==> config.mk <==
export PLATFORM = sky130hd
export DESIGN_NAME = nco_complex_frequency_shift_top_flat
export DESIGN_NICKNAME = d
export VERILOG_FILES = /design/src/sv/ncofs_pkg.sv /design/src/sv/ncofs_req_if.sv /design/src/sv/ncofs_rsp_if.sv /design/src/sv/ncofs_phase.sv /design/src/sv/ncofs_mixer.sv /design/src/sv/nco_complex_frequency_shift_top.sv /design/src/flat_wrapper.sv
export SDC_FILE = /design/constraint.sdc
export NUM_CORES = 2
export LEC_CHECK = 0
export ABC_AREA = 1
export CAP_MARGIN = 20
export CORE_MARGIN = 4
export CORE_UTILIZATION = 40
export DETAILED_ROUTE_END_ITERATION = 16
export DONT_BUFFER_PORTS = 1
export PLACE_DENSITY = 0.64
export SETUP_SLACK_MARGIN = 0.05
export SYNTH_ARGS = -nofsm -noshare
export SYNTH_HDL_FRONTEND = slang
export SYNTH_SLANG_ARGS = --single-unit
==> constraint.sdc <==
create_clock -name clock -period 20.3 [get_ports clock]
set_input_delay 4.06 -clock clock [delete_from_list [all_inputs] [get_ports clock]]
set_output_delay 4.06 -clock clock [all_outputs]
set_load 0.03 [all_outputs]
==> src/sv/ncofs_pkg.sv <==
// ----------------------------------------------------------------------------
// ncofs_pkg: shared constants and functions for the NCO frequency shifter
// Widths, phase constants and the quarter-wave sine table.
// ----------------------------------------------------------------------------
package ncofs_pkg;

   // sample and result widths
   localparam int SAMPLE_BITS = 16;
   localparam int OUT_BITS    = SAMPLE_BITS + 1;
   localparam int TRIG_BITS   = 17;   // signed Q1.15 with room for +/-1.0
   localparam int MAG_BITS    = 16;   // unsigned table magnitude
   localparam int PROD_BITS   = TRIG_BITS + SAMPLE_BITS;
   localparam int SUM_BITS    = PROD_BITS + 1;
   localparam int FRAC_SHIFT  = 15;

   // oscillator phase
   localparam int TABLE_SIZE  = 256;
   localparam int PHASE_BITS  = $clog2(TABLE_SIZE);
   localparam int RATE_DIV    = 2500;
   localparam int FRAC_BITS   = $clog2(RATE_DIV);
   localparam int FREQ_BITS   = 12;
   localparam int FREQ_RESET  = 178;
   localparam int QTAB_LAST   = 64;
   localparam int QIDX_BITS   = 7;

   // increment split into table index and fraction of one index step
   localparam int INCR_RESET  = FREQ_RESET * TABLE_SIZE;
   localparam int IDX_RESET   = (INCR_RESET / RATE_DIV) % TABLE_SIZE;
   localparam int FRAC_RESET  = INCR_RESET % RATE_DIV;

   // reciprocal of RATE_DIV for the increment split
   localparam int RECIP_SHIFT = 27;
   localparam int RECIP       = (1 << RECIP_SHIFT) / RATE_DIV;
   localparam int RECIP_BITS  = 16;
   localparam int RPROD_BITS  = FREQ_BITS + RECIP_BITS;
   localparam int QEST_LSB    = RECIP_SHIFT - PHASE_BITS;
   localparam int QEST_BITS   = RPROD_BITS - QEST_LSB;
   localparam int SCALED_BITS = FREQ_BITS + PHASE_BITS;
   localparam int REM_BITS    = SCALED_BITS + 1;

   // sin(k*pi/128) in Q1.15, k = 0..64
   function automatic logic [MAG_BITS-1:0] quarter_sine(input logic [QIDX_BITS-1:0] k);
      logic [MAG_BITS-1:0] v;
      case (k)
         7'd0:  v = 16'd0;     7'd1:  v = 16'd804;   7'd2:  v = 16'd1608;
         7'd3:  v = 16'd2411;  7'd4:  v = 16'd3212;  7'd5:  v = 16'd4011;
         7'd6:  v = 16'd4808;  7'd7:  v = 16'd5602;  7'd8:  v = 16'd6393;
         7'd9:  v = 16'd7180;  7'd10: v = 16'd7962;  7'd11: v = 16'd8740;
         7'd12: v = 16'd9512;  7'd13: v = 16'd10279; 7'd14: v = 16'd11039;
         7'd15: v = 16'd11793; 7'd16: v = 16'd12540; 7'd17: v = 16'd13279;
         7'd18: v = 16'd14010; 7'd19: v = 16'd14733; 7'd20: v = 16'd15447;
         7'd21: v = 16'd16151; 7'd22: v = 16'd16846; 7'd23: v = 16'd17531;
         7'd24: v = 16'd18205; 7'd25: v = 16'd18868; 7'd26: v = 16'd19520;
         7'd27: v = 16'd20160; 7'd28: v = 16'd20788; 7'd29: v = 16'd21403;
         7'd30: v = 16'd22006; 7'd31: v = 16'd22595; 7'd32: v = 16'd23170;
         7'd33: v = 16'd23732; 7'd34: v = 16'd24279; 7'd35: v = 16'd24812;
         7'd36: v = 16'd25330; 7'd37: v = 16'd25833; 7'd38: v = 16'd26320;
         7'd39: v = 16'd26791; 7'd40: v = 16'd27246; 7'd41: v = 16'd27684;
         7'd42: v = 16'd28106; 7'd43: v = 16'd28511; 7'd44: v = 16'd28899;
         7'd45: v = 16'd29269; 7'd46: v = 16'd29622; 7'd47: v = 16'd29957;
         7'd48: v = 16'd30274; 7'd49: v = 16'd30572; 7'd50: v = 16'd30853;
         7'd51: v = 16'd31114; 7'd52: v = 16'd31357; 7'd53: v = 16'd31581;
         7'd54: v = 16'd31786; 7'd55: v = 16'd31972; 7'd56: v = 16'd32138;
         7'd57: v = 16'd32286; 7'd58: v = 16'd32413; 7'd59: v = 16'd32522;
         7'd60: v = 16'd32610; 7'd61: v = 16'd32679; 7'd62: v = 16'd32729;
         7'd63: v = 16'd32758; 7'd64: v = 16'd32768;
         default: v = 16'd0;
      endcase
      return v;
   endfunction

   // full-wave sine from the quarter table: fold odd quadrants, negate upper half
   function automatic logic signed [TRIG_BITS-1:0] sine_at(input logic [PHASE_BITS-1:0] p);
      logic [1:0]              quad;
      logic [PHASE_BITS-3:0]   r;
      logic [QIDX_BITS-1:0]    k;
      logic [TRIG_BITS-1:0]    mag;
      quad = p[PHASE_BITS-1 -: 2];
      r    = p[PHASE_BITS-3:0];
      if (quad[0]) begin
         k = QIDX_BITS'(QTAB_LAST) - QIDX_BITS'(r);
      end else begin
         k = QIDX_BITS'(r);
      end
      mag = TRIG_BITS'(quarter_sine(k));
      if (quad[1]) begin
         return -$signed(mag);
      end else begin
         return $signed(mag);
      end
   endfunction

endpackage

==> src/sv/ncofs_req_if.sv <==
// ----------------------------------------------------------------------------
// ncofs_req_if: input sample channel
// Valid/ready channel carrying one complex sample and the block start flag.
// ----------------------------------------------------------------------------
interface ncofs_req_if;
   logic                                           valid;
   logic                                           ready;
   logic signed [ncofs_pkg::SAMPLE_BITS-1:0]       in_real;
   logic signed [ncofs_pkg::SAMPLE_BITS-1:0]       in_imag;
   logic                                           block_start;

   modport source (output valid, output in_real, output in_imag, output block_start,
                   input ready);
   modport sink   (input valid, input in_real, input in_imag, input block_start,
                   output ready);
endinterface

==> src/sv/ncofs_rsp_if.sv <==
// ----------------------------------------------------------------------------
// ncofs_rsp_if: result sample channel
// Valid/ready channel carrying one frequency shifted complex sample.
// ----------------------------------------------------------------------------
interface ncofs_rsp_if;
   logic                                       valid;
   logic                                       ready;
   logic signed [ncofs_pkg::OUT_BITS-1:0]      out_real;
   logic signed [ncofs_pkg::OUT_BITS-1:0]      out_imag;

   modport source (output valid, output out_real, output out_imag, input ready);
   modport sink   (input valid, input out_real, input out_imag, output ready);
endinterface

==> src/sv/ncofs_phase.sv <==
// ----------------------------------------------------------------------------
// ncofs_phase: oscillator phase accumulator
// Holds the phase as a table index plus a fraction below RATE_DIV, and the
// per-sample increment split the same way when the frequency is written.
// ----------------------------------------------------------------------------
module ncofs_phase (
   input  logic                                clock,
   input  logic                                reset,
   input  logic                                csr_we,
   input  logic [ncofs_pkg::FREQ_BITS-1:0]     csr_wdata,
   input  logic                                advance,
   input  logic                                block_start,
   output logic [ncofs_pkg::PHASE_BITS-1:0]    phase_idx
);

   logic [ncofs_pkg::PHASE_BITS-1:0]   idx_ff, idx_in;
   logic [ncofs_pkg::FRAC_BITS-1:0]    frac_ff, frac_in;
   logic [ncofs_pkg::PHASE_BITS-1:0]   incr_idx_ff, incr_idx_in;
   logic [ncofs_pkg::FRAC_BITS-1:0]    incr_frac_ff, incr_frac_in;

   logic [ncofs_pkg::SCALED_BITS-1:0]  freq_scaled;
   logic [ncofs_pkg::RPROD_BITS-1:0]   recip_prod;
   logic [ncofs_pkg::QEST_BITS-1:0]    q_est;
   logic [ncofs_pkg::REM_BITS-1:0]     q_prod;
   logic [ncofs_pkg::REM_BITS-1:0]     rem_est;
   logic                               rem_fix;

   logic [ncofs_pkg::PHASE_BITS-1:0]   base_idx;
   logic [ncofs_pkg::FRAC_BITS-1:0]    base_frac;
   logic [ncofs_pkg::FRAC_BITS:0]      frac_sum;
   logic                               frac_carry;

   // split freq*TABLE_SIZE into index and fraction: reciprocal estimate, one fixup
   always_comb begin
      freq_scaled  = {csr_wdata, ncofs_pkg::PHASE_BITS'(0)};
      recip_prod   = ncofs_pkg::RPROD_BITS'(csr_wdata)
                   * ncofs_pkg::RPROD_BITS'(ncofs_pkg::RECIP);
      q_est        = recip_prod[ncofs_pkg::RPROD_BITS-1:ncofs_pkg::QEST_LSB];
      q_prod       = ncofs_pkg::REM_BITS'(q_est) * ncofs_pkg::REM_BITS'(ncofs_pkg::RATE_DIV);
      rem_est      = ncofs_pkg::REM_BITS'(freq_scaled) - q_prod;
      rem_fix      = (rem_est >= ncofs_pkg::REM_BITS'(ncofs_pkg::RATE_DIV));
      if (rem_fix) begin
         incr_frac_in = ncofs_pkg::FRAC_BITS'(rem_est - ncofs_pkg::REM_BITS'(ncofs_pkg::RATE_DIV));
      end else begin
         incr_frac_in = ncofs_pkg::FRAC_BITS'(rem_est);
      end
      incr_idx_in  = q_est[ncofs_pkg::PHASE_BITS-1:0] + ncofs_pkg::PHASE_BITS'(rem_fix);
   end

   // phase used by this beat, and the phase for the next one
   always_comb begin
      base_idx   = block_start ? '0 : idx_ff;
      base_frac  = block_start ? '0 : frac_ff;
      frac_sum   = {1'b0, base_frac} + {1'b0, incr_frac_ff};
      frac_carry = (frac_sum >= (ncofs_pkg::FRAC_BITS+1)'(ncofs_pkg::RATE_DIV));
      if (frac_carry) begin
         frac_in = ncofs_pkg::FRAC_BITS'(frac_sum
                 - (ncofs_pkg::FRAC_BITS+1)'(ncofs_pkg::RATE_DIV));
      end else begin
         frac_in = ncofs_pkg::FRAC_BITS'(frac_sum);
      end
      idx_in     = base_idx + incr_idx_ff + ncofs_pkg::PHASE_BITS'(frac_carry);
      phase_idx  = base_idx;
   end

   always_ff @(posedge clock) begin
      if (reset) begin
         idx_ff       <= '0;
         frac_ff      <= '0;
         incr_idx_ff  <= ncofs_pkg::PHASE_BITS'(ncofs_pkg::IDX_RESET);
         incr_frac_ff <= ncofs_pkg::FRAC_BITS'(ncofs_pkg::FRAC_RESET);
      end else begin
         if (advance) begin
            idx_ff  <= idx_in;
            frac_ff <= frac_in;
         end
         if (csr_we) begin
            incr_idx_ff  <= incr_idx_in;
            incr_frac_ff <= incr_frac_in;
         end
      end
   end

endmodule

==> src/sv/ncofs_mixer.sv <==
// ----------------------------------------------------------------------------
// ncofs_mixer: complex mixer datapath
// Input register holds sample plus sine/cosine; complex multiply, rounding
// and saturation feed the result register. Two-stage valid/ready pipeline.
// ----------------------------------------------------------------------------
module ncofs_mixer (
   input  logic                                        clock,
   input  logic                                        reset,
   input  logic                                        in_valid,
   output logic                                        in_ready,
   input  logic signed [ncofs_pkg::SAMPLE_BITS-1:0]    in_real,
   input  logic signed [ncofs_pkg::SAMPLE_BITS-1:0]    in_imag,
   input  logic [ncofs_pkg::PHASE_BITS-1:0]            phase_idx,
   output logic                                        out_valid,
   input  logic                                        out_ready,
   output logic signed [ncofs_pkg::OUT_BITS-1:0]       out_real,
   output logic signed [ncofs_pkg::OUT_BITS-1:0]       out_imag
);

   localparam int RND_BITS = ncofs_pkg::SUM_BITS - ncofs_pkg::FRAC_SHIFT;

   logic                                        s1_valid_ff, s1_valid_in;
   logic                                        out_valid_ff, out_valid_in;
   logic signed [ncofs_pkg::SAMPLE_BITS-1:0]    i_ff, q_ff;
   logic signed [ncofs_pkg::TRIG_BITS-1:0]      cos_ff, sin_ff;
   logic signed [ncofs_pkg::OUT_BITS-1:0]       re_ff, re_in;
   logic signed [ncofs_pkg::OUT_BITS-1:0]       im_ff, im_in;

   logic                                        out_free;
   logic                                        accept;
   logic                                        s1_move;
   logic signed [ncofs_pkg::TRIG_BITS-1:0]      cos_in, sin_in;
   logic signed [ncofs_pkg::PROD_BITS-1:0]      p_ci, p_sq, p_cq, p_si;
   logic signed [ncofs_pkg::SUM_BITS-1:0]       sum_re, sum_im;
   logic signed [ncofs_pkg::SUM_BITS-1:0]       shr_re, shr_im;

   // saturate a rounded value into the result width
   function automatic logic signed [ncofs_pkg::OUT_BITS-1:0] sat_out(
      input logic signed [RND_BITS-1:0] v);
      logic signed [RND_BITS-1:0] hi;
      logic signed [RND_BITS-1:0] lo;
      hi = RND_BITS'((1 << (ncofs_pkg::OUT_BITS-1)) - 1);
      lo = -hi - RND_BITS'(1);
      if (v > hi) begin
         return ncofs_pkg::OUT_BITS'(hi);
      end else if (v < lo) begin
         return ncofs_pkg::OUT_BITS'(lo);
      end else begin
         return ncofs_pkg::OUT_BITS'(v);
      end
   endfunction

   // handshake: result register frees first, input register follows
   always_comb begin
      out_free     = !out_valid_ff || out_ready;
      in_ready     = !s1_valid_ff || out_free;
      accept       = in_valid && in_ready;
      s1_move      = s1_valid_ff && out_free;
      s1_valid_in  = accept ? 1'b1 : (s1_move ? 1'b0 : s1_valid_ff);
      out_valid_in = out_free ? s1_valid_ff : out_valid_ff;
   end

   // oscillator lookup for the accepted beat; cosine is a quarter turn ahead
   always_comb begin
      sin_in = ncofs_pkg::sine_at(phase_idx);
      cos_in = ncofs_pkg::sine_at(phase_idx
             + ncofs_pkg::PHASE_BITS'(ncofs_pkg::TABLE_SIZE / 4));
   end

   // multiply by conjugate oscillator, round half up after the Q15 shift
   always_comb begin
      p_ci   = cos_ff * i_ff;
      p_sq   = sin_ff * q_ff;
      p_cq   = cos_ff * q_ff;
      p_si   = sin_ff * i_ff;
      sum_re = ncofs_pkg::SUM_BITS'(p_ci) + ncofs_pkg::SUM_BITS'(p_sq)
             + ncofs_pkg::SUM_BITS'(1 << (ncofs_pkg::FRAC_SHIFT-1));
      sum_im = ncofs_pkg::SUM_BITS'(p_cq) - ncofs_pkg::SUM_BITS'(p_si)
             + ncofs_pkg::SUM_BITS'(1 << (ncofs_pkg::FRAC_SHIFT-1));
      shr_re = sum_re >>> ncofs_pkg::FRAC_SHIFT;
      shr_im = sum_im >>> ncofs_pkg::FRAC_SHIFT;
      re_in  = sat_out(shr_re[RND_BITS-1:0]);
      im_in  = sat_out(shr_im[RND_BITS-1:0]);
   end

   // control
   always_ff @(posedge clock) begin
      if (reset) begin
         s1_valid_ff  <= 1'b0;
         out_valid_ff <= 1'b0;
      end else begin
         s1_valid_ff  <= s1_valid_in;
         out_valid_ff <= out_valid_in;
      end
   end

   // payload
   always_ff @(posedge clock) begin
      if (accept) begin
         i_ff   <= in_real;
         q_ff   <= in_imag;
         cos_ff <= cos_in;
         sin_ff <= sin_in;
      end
      if (s1_move) begin
         re_ff <= re_in;
         im_ff <= im_in;
      end
   end

   assign out_valid = out_valid_ff;
   assign out_real  = re_ff;
   assign out_imag  = im_ff;

endmodule

==> src/sv/nco_complex_frequency_shift_top.sv <==
// ----------------------------------------------------------------------------
// nco_complex_frequency_shift_top: complex NCO frequency shifter
// Mixes each I/Q sample with the conjugate of a table-driven oscillator.
// ----------------------------------------------------------------------------
// Takes one complex sample per clock and returns one shifted sample per
// sample; each accepted beat is held first in the input register (sample
// plus looked-up sine and cosine) and then in the result register
// (complex multiply, round, saturate). Throughput is one beat per
// cycle while the result side keeps up. The oscillator advances by
// shift_freq*256/2500 table steps per accepted beat; block_start puts the
// current beat at phase zero. A write on the csr port sets shift_freq and
// applies from the next accepted beat; reset loads 178.
module nco_complex_frequency_shift_top (
   input  logic                                clock,
   input  logic                                reset,
   ncofs_req_if.sink                           req_ch,
   ncofs_rsp_if.source                         rsp_ch,
   input  logic                                csr_we,
   input  logic [ncofs_pkg::FREQ_BITS-1:0]     csr_wdata
);

   logic                               req_accept;
   logic [ncofs_pkg::PHASE_BITS-1:0]   phase_idx;

   assign req_accept = req_ch.valid && req_ch.ready;

   // phase accumulator and frequency register
   ncofs_phase u_phase (
      .clock       (clock),
      .reset       (reset),
      .csr_we      (csr_we),
      .csr_wdata   (csr_wdata),
      .advance     (req_accept),
      .block_start (req_ch.block_start),
      .phase_idx   (phase_idx)
   );

   // mixer pipeline
   ncofs_mixer u_mixer (
      .clock     (clock),
      .reset     (reset),
      .in_valid  (req_ch.valid),
      .in_ready  (req_ch.ready),
      .in_real   (req_ch.in_real),
      .in_imag   (req_ch.in_imag),
      .phase_idx (phase_idx),
      .out_valid (rsp_ch.valid),
      .out_ready (rsp_ch.ready),
      .out_real  (rsp_ch.out_real),
      .out_imag  (rsp_ch.out_imag)
   );

endmodule

==> src/flat_wrapper.sv <==
// flat-port wrapper written by rule: the top's interface ports become plain ports
module nco_complex_frequency_shift_top_flat 
  (clock, reset, csr_we, csr_wdata, req_ch_valid, req_ch_in_real, req_ch_in_imag, req_ch_block_start, req_ch_ready, rsp_ch_valid, rsp_ch_out_real, rsp_ch_out_imag, rsp_ch_ready);
  ncofs_req_if req_ch_i ();
  ncofs_rsp_if rsp_ch_i ();
  input  logic clock;
  input  logic reset;
  input  logic csr_we;
  input  logic [ncofs_pkg::FREQ_BITS-1:0] csr_wdata;
  input wire logic [$bits(req_ch_i.valid)-1:0] req_ch_valid;
  input wire logic [$bits(req_ch_i.in_real)-1:0] req_ch_in_real;
  input wire logic [$bits(req_ch_i.in_imag)-1:0] req_ch_in_imag;
  input wire logic [$bits(req_ch_i.block_start)-1:0] req_ch_block_start;
  output wire logic [$bits(req_ch_i.ready)-1:0] req_ch_ready;
  output wire logic [$bits(rsp_ch_i.valid)-1:0] rsp_ch_valid;
  output wire logic [$bits(rsp_ch_i.out_real)-1:0] rsp_ch_out_real;
  output wire logic [$bits(rsp_ch_i.out_imag)-1:0] rsp_ch_out_imag;
  input wire logic [$bits(rsp_ch_i.ready)-1:0] rsp_ch_ready;
  assign req_ch_i.valid = req_ch_valid;
  assign req_ch_i.in_real = req_ch_in_real;
  assign req_ch_i.in_imag = req_ch_in_imag;
  assign req_ch_i.block_start = req_ch_block_start;
  assign req_ch_ready = req_ch_i.ready;
  assign rsp_ch_valid = rsp_ch_i.valid;
  assign rsp_ch_out_real = rsp_ch_i.out_real;
  assign rsp_ch_out_imag = rsp_ch_i.out_imag;
  assign rsp_ch_i.ready = rsp_ch_ready;
  nco_complex_frequency_shift_top u_core (.clock(clock), .reset(reset), .req_ch(req_ch_i), .rsp_ch(rsp_ch_i), .csr_we(csr_we), .csr_wdata(csr_wdata));
endmodule
==> results.ini <==
[layout]
syn_to_final_growth_pct = 4.16
drive_gt1_share_pct = 3.60
nets = 8651
postLayoutCoreUtil_pct = 42.0
final_area_mm2 = 0.0602

[grt]
use_met3_pct = 4.14
use_met1_pct = 28.4
grt_usage_pct = 21.4
grt_pass1_wl_mm = 255
gr-total-overflow = 0
top_usage_layer = met2
antenna_found_initial = 9
grt_max_degree = 61
grt_pass1_vias = 46792
met2_usage_pct = 35.4

[min_path]
hold_class = reg -> reg

[clock_network]
clk_path_buf_depth = 2
numClockSinks = 139
ctsHtreeMaxLevel = 4
cts_tree = yes
cts_setup_buffers = 0
cts_resized = 0
clock_latency_ps = 520
ctsHoldBuffers = 0
root_buffer = clkbuf_16
numCtsBuffers = 17
clk_pin_slew_ps = 70

[setup_path]
cp-end-kind = flip-flop
path_max_fanout = 6
critPathLaunchType = input pin
crit_required_ps = 20770
cpPeakStageDelay_ps = 580
slowest_stage = fa_1
cp.arrival_ps = 14570
crit_path_frequent_cell = inv_1
critPathKind = in -> reg

[sta]
tns_ps = 0
finalHoldViolCount = 0
max_slew_margin_pct = 32.1
setup_viol = 0
fin_crit_sh_pct = 69.4
tightest_slew_ps = 1010
fmax_mhz = 71.0
rsz0062_at_grt = false
fin_crit_ps = 14090
finClkSkew_ps = 15.0
slew_viol_final = 0

[flow_run]
cap_violations = 0

[floorplan]
fp.dieH_um = 388
start_util_pct = 40.3
coreArea_mm2 = 0.143
row_count = 139
die-area_mm2 = 0.151
io_pins = 86
die_w_um = 388

[logic_synthesis]
syn-instance-count = 6963
synthFlopType = edfxtp_1
synth_nets = 8830
synth-async-reset-ratio_pct = 0
synth_edf_count = 100
synth_warnings = 0
synth_area_mm2 = 0.0578
ys_types = 71
avgSynthCellArea_um2 = 8.30
synth_seq_cells = 139
seq_area_frac_synth_pct = 6.55

[placement]
postPlaceCellArea_mm2 = 0.0596
gp_routability_congestion = 0.893
io_buffer_count = 0
hpwl_mm = 124

[status]
status = completed

[drt]
num_vias = 43045
dr.pass1.iters = 6
drt-total-wl_mm = 156
vias_per_cell = 4.95
postRouteAntennaNets = 0
drc = 0
wire_per_inst_um = 18.0
first_iter_violations = 2678

==> through the flow <==
step	hold slack [ps]	instances	worst slack, ps
finish	459	8704	6210
global route	485	8702	5390
CTS	462	8699	6200
detailed placement	449	8667	5630
global placement	439	8667	5690
floorplan	429	6963	6770
==> worst max-delay path: cells and delay by family <==
family                   cells  cell delay (ps)
AND/OR/NAND/NOR             21             2400
AO/OA/AOI/OAI                7             1320
adder cells (fa/ha/maj)     14             5620
buffers and inverters       12              720
XOR/XNOR                     2              430
==> layout by cell type, fill, tap and decap left out, types with 8 or more instances in the layout <==
cell type  instances
a21oi_1          184
a31oi_1           15
buf_4             79
clkbuf_16         18
dfxtp_1           39
edfxtp_1         100
fa_1            1318
ha_1             499
inv_1           2002
inv_2             19
nand2_1         1577
nand2_2           21
nand3_1          140
nand3_2            8
nand4_1           31
nor2_1           210
nor2_2            17
nor2_4             8
nor3_1            22
o211ai_1          24
o21ai_0          147
o21ai_1           33
o21ai_2            8
or2_2             21
xnor2_1           62
xor2_1            79
==> cells in the mapped netlist (all sizes together), types with 31 or more instances <==
cell       n  area, µm²
o21ai    191       1020
fa      1318      26400
edfxtp   100       3000
dfxtp     39        781
nor2     236       1000
nand3    149        798
nand4     31        194
inv     2023       7600
ha       499       6240
clkbuf   220        827
buf       58        374
xor2      82        741
a21oi    188        952
nand2   1602       6110
xnor2     63        559
==> cells by family (layout without fill, tap and decap cells) <==
kind of cell    Yosys count  after routing  synth area share, %
compound gates          479            479                 4.82
xor+xnor                145            145                 2.25
buf+inv                2304           2138                 15.3
flops                   139            139                 6.55
fa+ha+maj              1817           1817                 56.5
other cells               0              4                    0
simple gates           2079           2079                 14.7
==> metal layers <==
metal / vias to the layer above / wire (µm)
met2: 1315 / 73900
met4: 0 / 5060
met3: 314 / 10600
met1: 21688 / 66800
li1: 19728 / -
met5: - / 0
==> state kept, by name, summed over array words and instances (netlist names), 7 cells and up <==
signal and cells:
u_core.u_phase.incr_idx_ff 7, u_core.u_mixer.out_imag 17, u_core.u_mixer.q_ff 16, u_core.u_mixer.cos_ff 17, u_core.u_phase.frac_ff 12, u_core.u_phase.incr_frac_ff 10, u_core.u_mixer.out_real 17, u_core.u_phase.idx_ff 8
u_core.u_mixer.sin_ff 17, u_core.u_mixer.i_ff 16
==> path summary, 6_finish.rpt <==
path / start / endpoint / slack [ps] / cells past startpoint
worst max register to register: u_core.u_mixer.q_ff[15] / u_core.u_mixer.out_real[8] / 11090 / 22
worst min register to register: u_core.u_phase.frac_ff[1] / u_core.u_phase.frac_ff[1] / 460 / 2
worst min-delay path: u_core.u_phase.frac_ff[1] / u_core.u_phase.frac_ff[1] / 460 / 2
worst max-delay path: csr_wdata[6] / u_core.u_phase.incr_idx_ff[6] / 6210 / 56
==> area by class of cell <==
cell class / count / area [µm²]
clock buffer: 18 / 450
clock inverter: 14 / 150
antenna: 4 / 10.0
inverter: 2026 / 7610
sequential: 139 / 3780
fill: 14303 / 83300
multi-input combinational: 4520 / 45200
timing repair buffer: 80 / 601
tap: 1903 / 2380
Power is left out: the tool's default activity adds up to more than one toggle a clock period on the data nets, which glitch-free logic cannot reach.
